$ cat src/design/rks_pkg.sv
// ----------------------------------------------------------------------------
// rks_pkg
// shared types and constants of the ray k-dop slab test
// ----------------------------------------------------------------------------
package rks_pkg;

  localparam int NUM_SLABS  = 7;
  localparam int COORD_BITS = 32;
  localparam int CW         = COORD_BITS > 32 ? 32 : COORD_BITS;
  localparam int SUM_W      = 34;
  localparam int PROD_W     = 50;
  localparam int PROJ_W     = 35;
  localparam int NUM_W      = 36;
  localparam int DVD_W      = 51;
  localparam int DVS_W      = 35;
  localparam int CNT_W      = 6;
  localparam logic [15:0] DIAG_K = 16'd37837;
  localparam logic [2:0] AXIS_SLABS = 3'd3;
  localparam logic [2:0] DIAG_SLABS = 3'd7;
  localparam logic [2:0] SLAB_LIMIT = 3'(NUM_SLABS < 7 ? NUM_SLABS : 7);
  localparam logic signed [CW-1:0] T_MIN = {1'b1, {(CW-1){1'b0}}};
  localparam logic signed [CW-1:0] T_MAX = {1'b0, {(CW-1){1'b1}}};

  typedef struct packed {
    logic ld;
    logic sum;
    logic mul;
    logic proj;
    logic par;
    logic div_start;
    logic div_far;
    logic tq_ld_n;
    logic tq_ld_f;
    logic upd;
    logic emit;
  } rks_cmd_t;

  typedef struct packed {
    logic skip;
    logic nd_zero;
    logic div_done;
    logic last;
  } rks_stat_t;

endpackage

$ cat src/design/rks_div.sv
// ----------------------------------------------------------------------------
// rks_div
// restoring unsigned divider, one quotient bit per cycle
// ----------------------------------------------------------------------------
module rks_div (
  input  logic                      clk,
  input  logic                      rst_n,
  input  logic                      start,
  input  logic [rks_pkg::DVD_W-1:0] dividend,
  input  logic [rks_pkg::DVS_W-1:0] divisor,
  output logic                      done,
  output logic [rks_pkg::DVD_W-1:0] quotient
);
  import rks_pkg::*;

  logic [DVD_W-1:0] q_r, q_nxt;
  logic [DVS_W-1:0] rem_r, rem_nxt;
  logic [DVS_W-1:0] dvs_r, dvs_nxt;
  logic [CNT_W-1:0] cnt_r, cnt_nxt;
  logic             busy_r, busy_nxt;
  logic             done_r, done_nxt;
  logic [DVS_W:0]   trial;

  always_comb begin
    q_nxt    = q_r;
    rem_nxt  = rem_r;
    dvs_nxt  = dvs_r;
    cnt_nxt  = cnt_r;
    busy_nxt = busy_r;
    done_nxt = 1'b0;
    trial    = {rem_r, q_r[DVD_W-1]};
    if (start) begin
      q_nxt    = dividend;
      rem_nxt  = '0;
      dvs_nxt  = divisor;
      cnt_nxt  = CNT_W'(DVD_W - 1);
      busy_nxt = 1'b1;
    end else if (busy_r) begin
      if (trial >= {1'b0, dvs_r}) begin
        rem_nxt = DVS_W'(trial - {1'b0, dvs_r});
        q_nxt   = {q_r[DVD_W-2:0], 1'b1};
      end else begin
        rem_nxt = trial[DVS_W-1:0];
        q_nxt   = {q_r[DVD_W-2:0], 1'b0};
      end
      cnt_nxt = cnt_r - CNT_W'(1);
      if (cnt_r == '0) begin
        busy_nxt = 1'b0;
        done_nxt = 1'b1;
      end
    end
  end

  always_ff @(posedge clk) begin
    if (!rst_n) begin
      busy_r <= 1'b0;
      done_r <= 1'b0;
      cnt_r  <= '0;
    end else begin
      busy_r <= busy_nxt;
      done_r <= done_nxt;
      cnt_r  <= cnt_nxt;
    end
    q_r   <= q_nxt;
    rem_r <= rem_nxt;
    dvs_r <= dvs_nxt;
  end

  assign done     = done_r;
  assign quotient = q_r;

endmodule

$ cat src/design/rks_dp.sv
// ----------------------------------------------------------------------------
// rks_dp
// projection, division, interval narrowing and result register
// ----------------------------------------------------------------------------
module rks_dp (
  input  logic                            clk,
  input  logic                            rst_n,
  input  rks_pkg::rks_cmd_t               cmd,
  output rks_pkg::rks_stat_t              stat,
  input  logic signed [rks_pkg::CW-1:0]   origin_x,
  input  logic signed [rks_pkg::CW-1:0]   origin_y,
  input  logic signed [rks_pkg::CW-1:0]   origin_z,
  input  logic signed [rks_pkg::CW-1:0]   dir_x,
  input  logic signed [rks_pkg::CW-1:0]   dir_y,
  input  logic signed [rks_pkg::CW-1:0]   dir_z,
  input  logic [2:0]                      plane_index,
  input  logic signed [rks_pkg::CW-1:0]   slab_near,
  input  logic signed [rks_pkg::CW-1:0]   slab_far,
  input  logic                            last_slab,
  output logic                            hit,
  output logic signed [rks_pkg::CW-1:0]   t_near,
  output logic signed [rks_pkg::CW-1:0]   t_far
);
  import rks_pkg::*;

  logic signed [CW-1:0]     o_r [3];
  logic signed [CW-1:0]     d_r [3];
  logic [2:0]               idx_r;
  logic signed [CW-1:0]     sn_r, sf_r;
  logic                     last_r;
  logic signed [SUM_W-1:0]  sd_r, so_r, sd_nxt, so_nxt;
  logic [PROD_W-1:0]        pd_r, po_r;
  logic                     negd_r, nego_r;
  logic signed [PROJ_W-1:0] nd_r, nd_nxt, no_nxt;
  logic signed [NUM_W-1:0]  numn_r, numf_r;
  logic signed [CW-1:0]     tn_r, tf_r, lo_r, hi_r, lo_nxt, hi_nxt;
  logic signed [CW-1:0]     tsat, tn_sw, tf_sw;
  logic                     rej_r, rej_nxt, neg_r;
  logic                     hit_r;
  logic signed [CW-1:0]     otn_r, otf_r;
  logic signed [NUM_W-1:0]  num_sel;
  logic [NUM_W-1:0]         num_mag;
  logic [PROJ_W-1:0]        nd_mag;
  logic [DVD_W-1:0]         dvd, quo;
  logic                     div_done;
  logic [SUM_W-1:0]         rd, ro;
  logic signed [SUM_W-1:0]  ax, ay, az, bx, by, bz;

  rks_div u_div (
    .clk      (clk),
    .rst_n    (rst_n),
    .start    (cmd.div_start),
    .dividend (dvd),
    .divisor  (DVS_W'(nd_mag)),
    .done     (div_done),
    .quotient (quo)
  );

  // signed component sums for the diagonal normals
  always_comb begin
    ax = SUM_W'(d_r[0]); ay = SUM_W'(d_r[1]); az = SUM_W'(d_r[2]);
    bx = SUM_W'(o_r[0]); by = SUM_W'(o_r[1]); bz = SUM_W'(o_r[2]);
    unique case (idx_r)
      3'd4:    begin sd_nxt = -ax + ay + az; so_nxt = -bx + by + bz; end
      3'd5:    begin sd_nxt = -ax - ay + az; so_nxt = -bx - by + bz; end
      3'd6:    begin sd_nxt = ax - ay + az;  so_nxt = bx - by + bz;  end
      default: begin sd_nxt = ax + ay + az;  so_nxt = bx + by + bz;  end
    endcase
  end

  // round half away from zero, axes are exact
  always_comb begin
    rd = SUM_W'((pd_r + PROD_W'(32768)) >> 16);
    ro = SUM_W'((po_r + PROD_W'(32768)) >> 16);
    if (idx_r < AXIS_SLABS) begin
      nd_nxt = PROJ_W'(d_r[idx_r[1:0]]);
      no_nxt = PROJ_W'(o_r[idx_r[1:0]]);
    end else begin
      nd_nxt = negd_r ? -$signed({1'b0, rd}) : $signed({1'b0, rd});
      no_nxt = nego_r ? -$signed({1'b0, ro}) : $signed({1'b0, ro});
    end
  end

  always_comb begin
    num_sel = cmd.div_far ? numf_r : numn_r;
    num_mag = num_sel[NUM_W-1] ? NUM_W'(-num_sel) : NUM_W'(num_sel);
    nd_mag  = nd_r[PROJ_W-1] ? PROJ_W'(-nd_r) : PROJ_W'(nd_r);
    dvd     = {num_mag[DVD_W-17:0], 16'd0};
  end

  // saturate the quotient into the signed t range
  always_comb begin
    if (neg_r) begin
      if (quo > DVD_W'(T_MAX) + DVD_W'(1)) tsat = T_MIN;
      else                                 tsat = CW'(-quo);
    end else begin
      if (quo > DVD_W'(T_MAX)) tsat = T_MAX;
      else                     tsat = CW'(quo);
    end
  end

  always_comb begin
    tn_sw   = nd_r[PROJ_W-1] ? tf_r : tn_r;
    tf_sw   = nd_r[PROJ_W-1] ? tn_r : tf_r;
    lo_nxt  = lo_r;
    hi_nxt  = hi_r;
    rej_nxt = rej_r;
    if (cmd.emit) begin
      lo_nxt  = T_MIN;
      hi_nxt  = T_MAX;
      rej_nxt = 1'b0;
    end else if (cmd.par) begin
      if (numn_r > 0 || numf_r < 0) rej_nxt = 1'b1;
    end else if (cmd.upd) begin
      lo_nxt = (lo_r < tn_sw) ? tn_sw : lo_r;
      hi_nxt = (hi_r > tf_sw) ? tf_sw : hi_r;
      if (lo_nxt > hi_nxt) rej_nxt = 1'b1;
    end
  end

  always_ff @(posedge clk) begin
    if (!rst_n) begin
      lo_r  <= T_MIN;
      hi_r  <= T_MAX;
      rej_r <= 1'b0;
    end else begin
      lo_r  <= lo_nxt;
      hi_r  <= hi_nxt;
      rej_r <= rej_nxt;
    end
    if (cmd.ld) begin
      o_r[0] <= origin_x; o_r[1] <= origin_y; o_r[2] <= origin_z;
      d_r[0] <= dir_x;    d_r[1] <= dir_y;    d_r[2] <= dir_z;
      idx_r  <= plane_index;
      sn_r   <= slab_near;
      sf_r   <= slab_far;
      last_r <= last_slab;
    end
    if (cmd.sum) begin
      sd_r <= sd_nxt;
      so_r <= so_nxt;
    end
    if (cmd.mul) begin
      pd_r   <= PROD_W'(sd_r[SUM_W-1] ? SUM_W'(-sd_r) : SUM_W'(sd_r)) * PROD_W'(DIAG_K);
      po_r   <= PROD_W'(so_r[SUM_W-1] ? SUM_W'(-so_r) : SUM_W'(so_r)) * PROD_W'(DIAG_K);
      negd_r <= sd_r[SUM_W-1];
      nego_r <= so_r[SUM_W-1];
    end
    if (cmd.proj) begin
      nd_r   <= nd_nxt;
      numn_r <= NUM_W'(sn_r) - NUM_W'(no_nxt);
      numf_r <= NUM_W'(sf_r) - NUM_W'(no_nxt);
    end
    if (cmd.div_start) neg_r <= num_sel[NUM_W-1] ^ nd_r[PROJ_W-1];
    if (cmd.tq_ld_n) tn_r <= tsat;
    if (cmd.tq_ld_f) tf_r <= tsat;
    if (cmd.emit) begin
      hit_r <= !rej_r;
      otn_r <= rej_r ? '0 : lo_r;
      otf_r <= rej_r ? '0 : hi_r;
    end
  end

  assign stat.skip     = rej_r || idx_r >= DIAG_SLABS || idx_r >= SLAB_LIMIT;
  assign stat.nd_zero  = nd_r == '0;
  assign stat.div_done = div_done;
  assign stat.last     = last_r;
  assign hit    = hit_r;
  assign t_near = otn_r;
  assign t_far  = otf_r;

endmodule

$ cat config.mk
export PLATFORM = sky130hd
export DESIGN_NAME = rks_dp
export DESIGN_NICKNAME = d
export VERILOG_FILES = /design/src/design/rks_pkg.sv /design/src/design/rks_div.sv /design/src/design/rks_dp.sv
export SDC_FILE = /design/constraint.sdc
export NUM_CORES = 2
export LEC_CHECK = 0
export ABC_AREA = 0
export BUFFER_PORTS_ARGS = -buffer_cell sky130_fd_sc_hd__buf_2
export CORE_UTILIZATION = 60
export DETAILED_ROUTE_END_ITERATION = 10
export PLACE_DENSITY_LB_ADDON = 0.08
export SETUP_SLACK_MARGIN = 0.5
export SYNTH_ARGS = -nofsm -noshare
export SYNTH_HDL_FRONTEND = slang
export SYNTH_SLANG_ARGS = --single-unit
$ cat constraint.sdc
create_clock -name clk -period 20.6 [get_ports clk]
set_input_delay 2.06 -clock clk [delete_from_list [all_inputs] [get_ports clk]]
set_output_delay 2.06 -clock clk [all_outputs]
set_load 0.005 [all_outputs]
==> run_results.csv <==
group,metric,value,unit
synth,yosysWarnings,0,
critical_path,cp.required,21060,ps
critical_path,cp.buffers_inverters,4,
timing,layout_min_cycle_time,9838,ps
clock_tree,clk_pin_slew,60,ps
floorplan,die_w,382.9,microns
worst_hold_path,hold_path.class,"reg -> reg",
synth,syn_inst,9118,
critical_path,critPathKind,"reg -> reg",
timing,maxSlewViolCount,0,
global_route,grt_pass1_wl,417900,microns
timing,rsz0062_at_grt,"false",
timing,tightest_slew,1399,ps
outcome,status,"finished, violations left",
drt,num_vias,69620,
clock_tree,post_cts_buffers,0,
critical_path,cp_slowest_cell,"xnor2_1",
timing,setup_violations,0,
run,cap_viol_max_count,0,
finish,final_common_cell,"inv_1",
critical_path,start_kind,"flop",
synth,syn_nets,10980,
timing,fin_setup_tns,0,ps
floorplan,fp-row-count,139,
floorplan,core,143800,sq um
clock_tree,cts_tree,"built",
placed_design,dpl.hpwl,231600,microns
global_route,grt_max_degree,79,
timing,post-route-period-util,0.4776,
clock_tree,cts_buffer_depth,3,
drt,vias_per_cell,6.107,
synth,synth.distinct_cells,94,
global_route,antenna_found_initial,37,
synth,ys_ff_latch,833,
finish,area_delta_synth_final,8.388,%
critical_path,crit_path_max_incr_delay,660,ps
global_route,grt_overflow,0,
timing,hold_violations,0,
synth,synth_area,87040,sq um
critical_path,crit_arrival,10300,ps
drt,dr.pass1.iters,11,
floorplan,ios,342,
drt,wl,281000,microns
critical_path,cp_top_family,"adder cells",
timing,fmax,101.6,MHz
synth,synth.avg_cell_area,9.546,sq um
global_route,first_global_vias,68670,
floorplan,dieArea,146600,sq um
clock_tree,cts_root_buf,"clkbuf_16",
floorplan,fp.dieH,382.9,microns
clock_tree,cts_sinks,833,
drt,drc_errors,39,
timing,finalClockSkew,57.12,ps
finish,drive_gt1_frac,0.07678,
clock_tree,insertion_delay,770,ps
clock_tree,numCtsBuffers,94,
clock_tree,cts_resized,0,
critical_path,cp-end-kind,"flop",
clock_tree,h-tree-depth,3,
drt,first_iter_violations,6210,
clock_tree,holdBufCountCts,0,
drt,detail-route-antenna-nets,0,
outcome,violations,"design-rule violations",
finish,final_cell_mix,"1443 x inv_1, 937 x ha_1, 707 x edfxtp_1, 653 x fa_1, 534 x xnor2_1",
placed_design,port_buffers,341,
floorplan,start_util,0.6051,
finish,num-nets-final,11270,
timing,slew_headroom,0.05731,
synth,ys_seq_area_frac,0.2729,
drt,routedWlPerCell,24.65,microns
critical_path,cp_max_fo,9,
placed_design,routabilityCongestion,1.012,
synth,synth_edf_count,707,
global_route,grt_use_total,0.3790,
synth,synthFlopType,"edfxtp_1",
synth,synthArstFlopShare,0,
[cell usage after synthesis (237+ instances only)]
library cell | n | area [sq um]
nand2_1 | 506 | 1899
edfxtp_1 | 707 | 21230
inv_1 | 1443 | 5416
xor2_1 | 261 | 2286
a21oi_1 | 497 | 2487
fa_1 | 653 | 13070
a21o_1 | 262 | 1967
o21ai_0 | 471 | 2357
mux2i_1 | 237 | 2372
ha_1 | 937 | 11720
xnor2_1 | 534 | 4677
nor2_1 | 495 | 1858
[final timing paths]
path	startpoint	endpoint	slack, ps	depth (start not counted)
setup / recovery	sd_r[0]	pd_r[49]	10760	29
hold / removal	u_div.rem_r[32]	u_div.rem_r[32]	490	2
hold reg to reg	u_div.rem_r[32]	u_div.rem_r[32]	490	2
setup reg to reg	sd_r[0]	pd_r[49]	10760	29
[layer usage]
| layer | vias to the layer above | GRT usage | routed length [microns] | share of wire |
|---|---|---|---|---|
| li1 | 32090 | - | - | - |
| met2 | 2979 | 0.6059 | 127600 | 0.45 |
| met5 | - | 0 | 230 | 0.00082 |
| met3 | 641 | 0.08310 | 25200 | 0.090 |
| met4 | 36 | 0.1881 | 16120 | 0.057 |
| met1 | 33880 | 0.4853 | 111800 | 0.40 |
[worst register-to-register path, delay by kind of cell (launching register included)]
| family | cells | cell delay (ps) |
|---|---|---|
| flops | 1 | 580 |
| xor+xnor | 3 | 1140 |
| buf+inv | 4 | 800 |
| simple gates | 4 | 1090 |
| fa+ha+maj | 8 | 3170 |
| compound gates | 10 | 2800 |
[registers in the layout (all words and copies together), names as in the netlist, 3 cells and up, named ones only]
signal          flops
d_r                96
hi_r               32
idx_r               3
lo_r               32
nd_r               35
numf_r             36
numn_r             36
o_r                96
pd_r               35
po_r               35
sd_r               34
sf_r               32
sn_r               32
so_r               34
t_far              32
t_near             32
tf_r               32
tn_r               32
u_div.cnt_r         6
u_div.dvs_r        35
u_div.quotient     51
u_div.rem_r        35
[final cells by class]
| type | count | area (sq um) |
|---|---|---|
| tap | 1903 | 2381 |
| sequential | 833 | 23760 |
| multi-input combinational | 6590 | 57010 |
| clock buffer | 106 | 2459 |
| antenna | 15 | 37.54 |
| clock inverter | 67 | 792.0 |
| timing repair buffer | 440 | 2465 |
| inverter | 1446 | 5428 |
| fill | 11770 | 49490 |
[metrics by stage]
stage / setup slack (ps) / utilization / cells / hold WS (ps) / instance area, sq um
floorplan: 12050 / - / 9118 / 424.4 / 87040
global placement: 11210 / 0.6330 / 11210 / 472.7 / 91040
detailed placement: 10990 / 0.6330 / 11210 / 479.0 / 91040
CTS: 10920 / 0.6556 / 11380 / 487.8 / 94290
global route: 10190 / 0.6557 / 11390 / 512.3 / 94310
finish: 10760 / 0.6559 / 11400 / 490.6 / 94340
[kinds of logic after synthesis]
family          after synthesis  share of synthesized area
flops                       833                     0.2729
simple gates               1907                     0.1072
mux                         256                    0.02971
compound gates             2041                     0.1516
fa+ha+maj                  1591                     0.2850
xor+xnor                    795                    0.08000
buf+inv                    1695                    0.07347
Power is left out: the tool's default activity adds up to more than one toggle a clock period on the data nets, which glitch-free logic cannot reach.
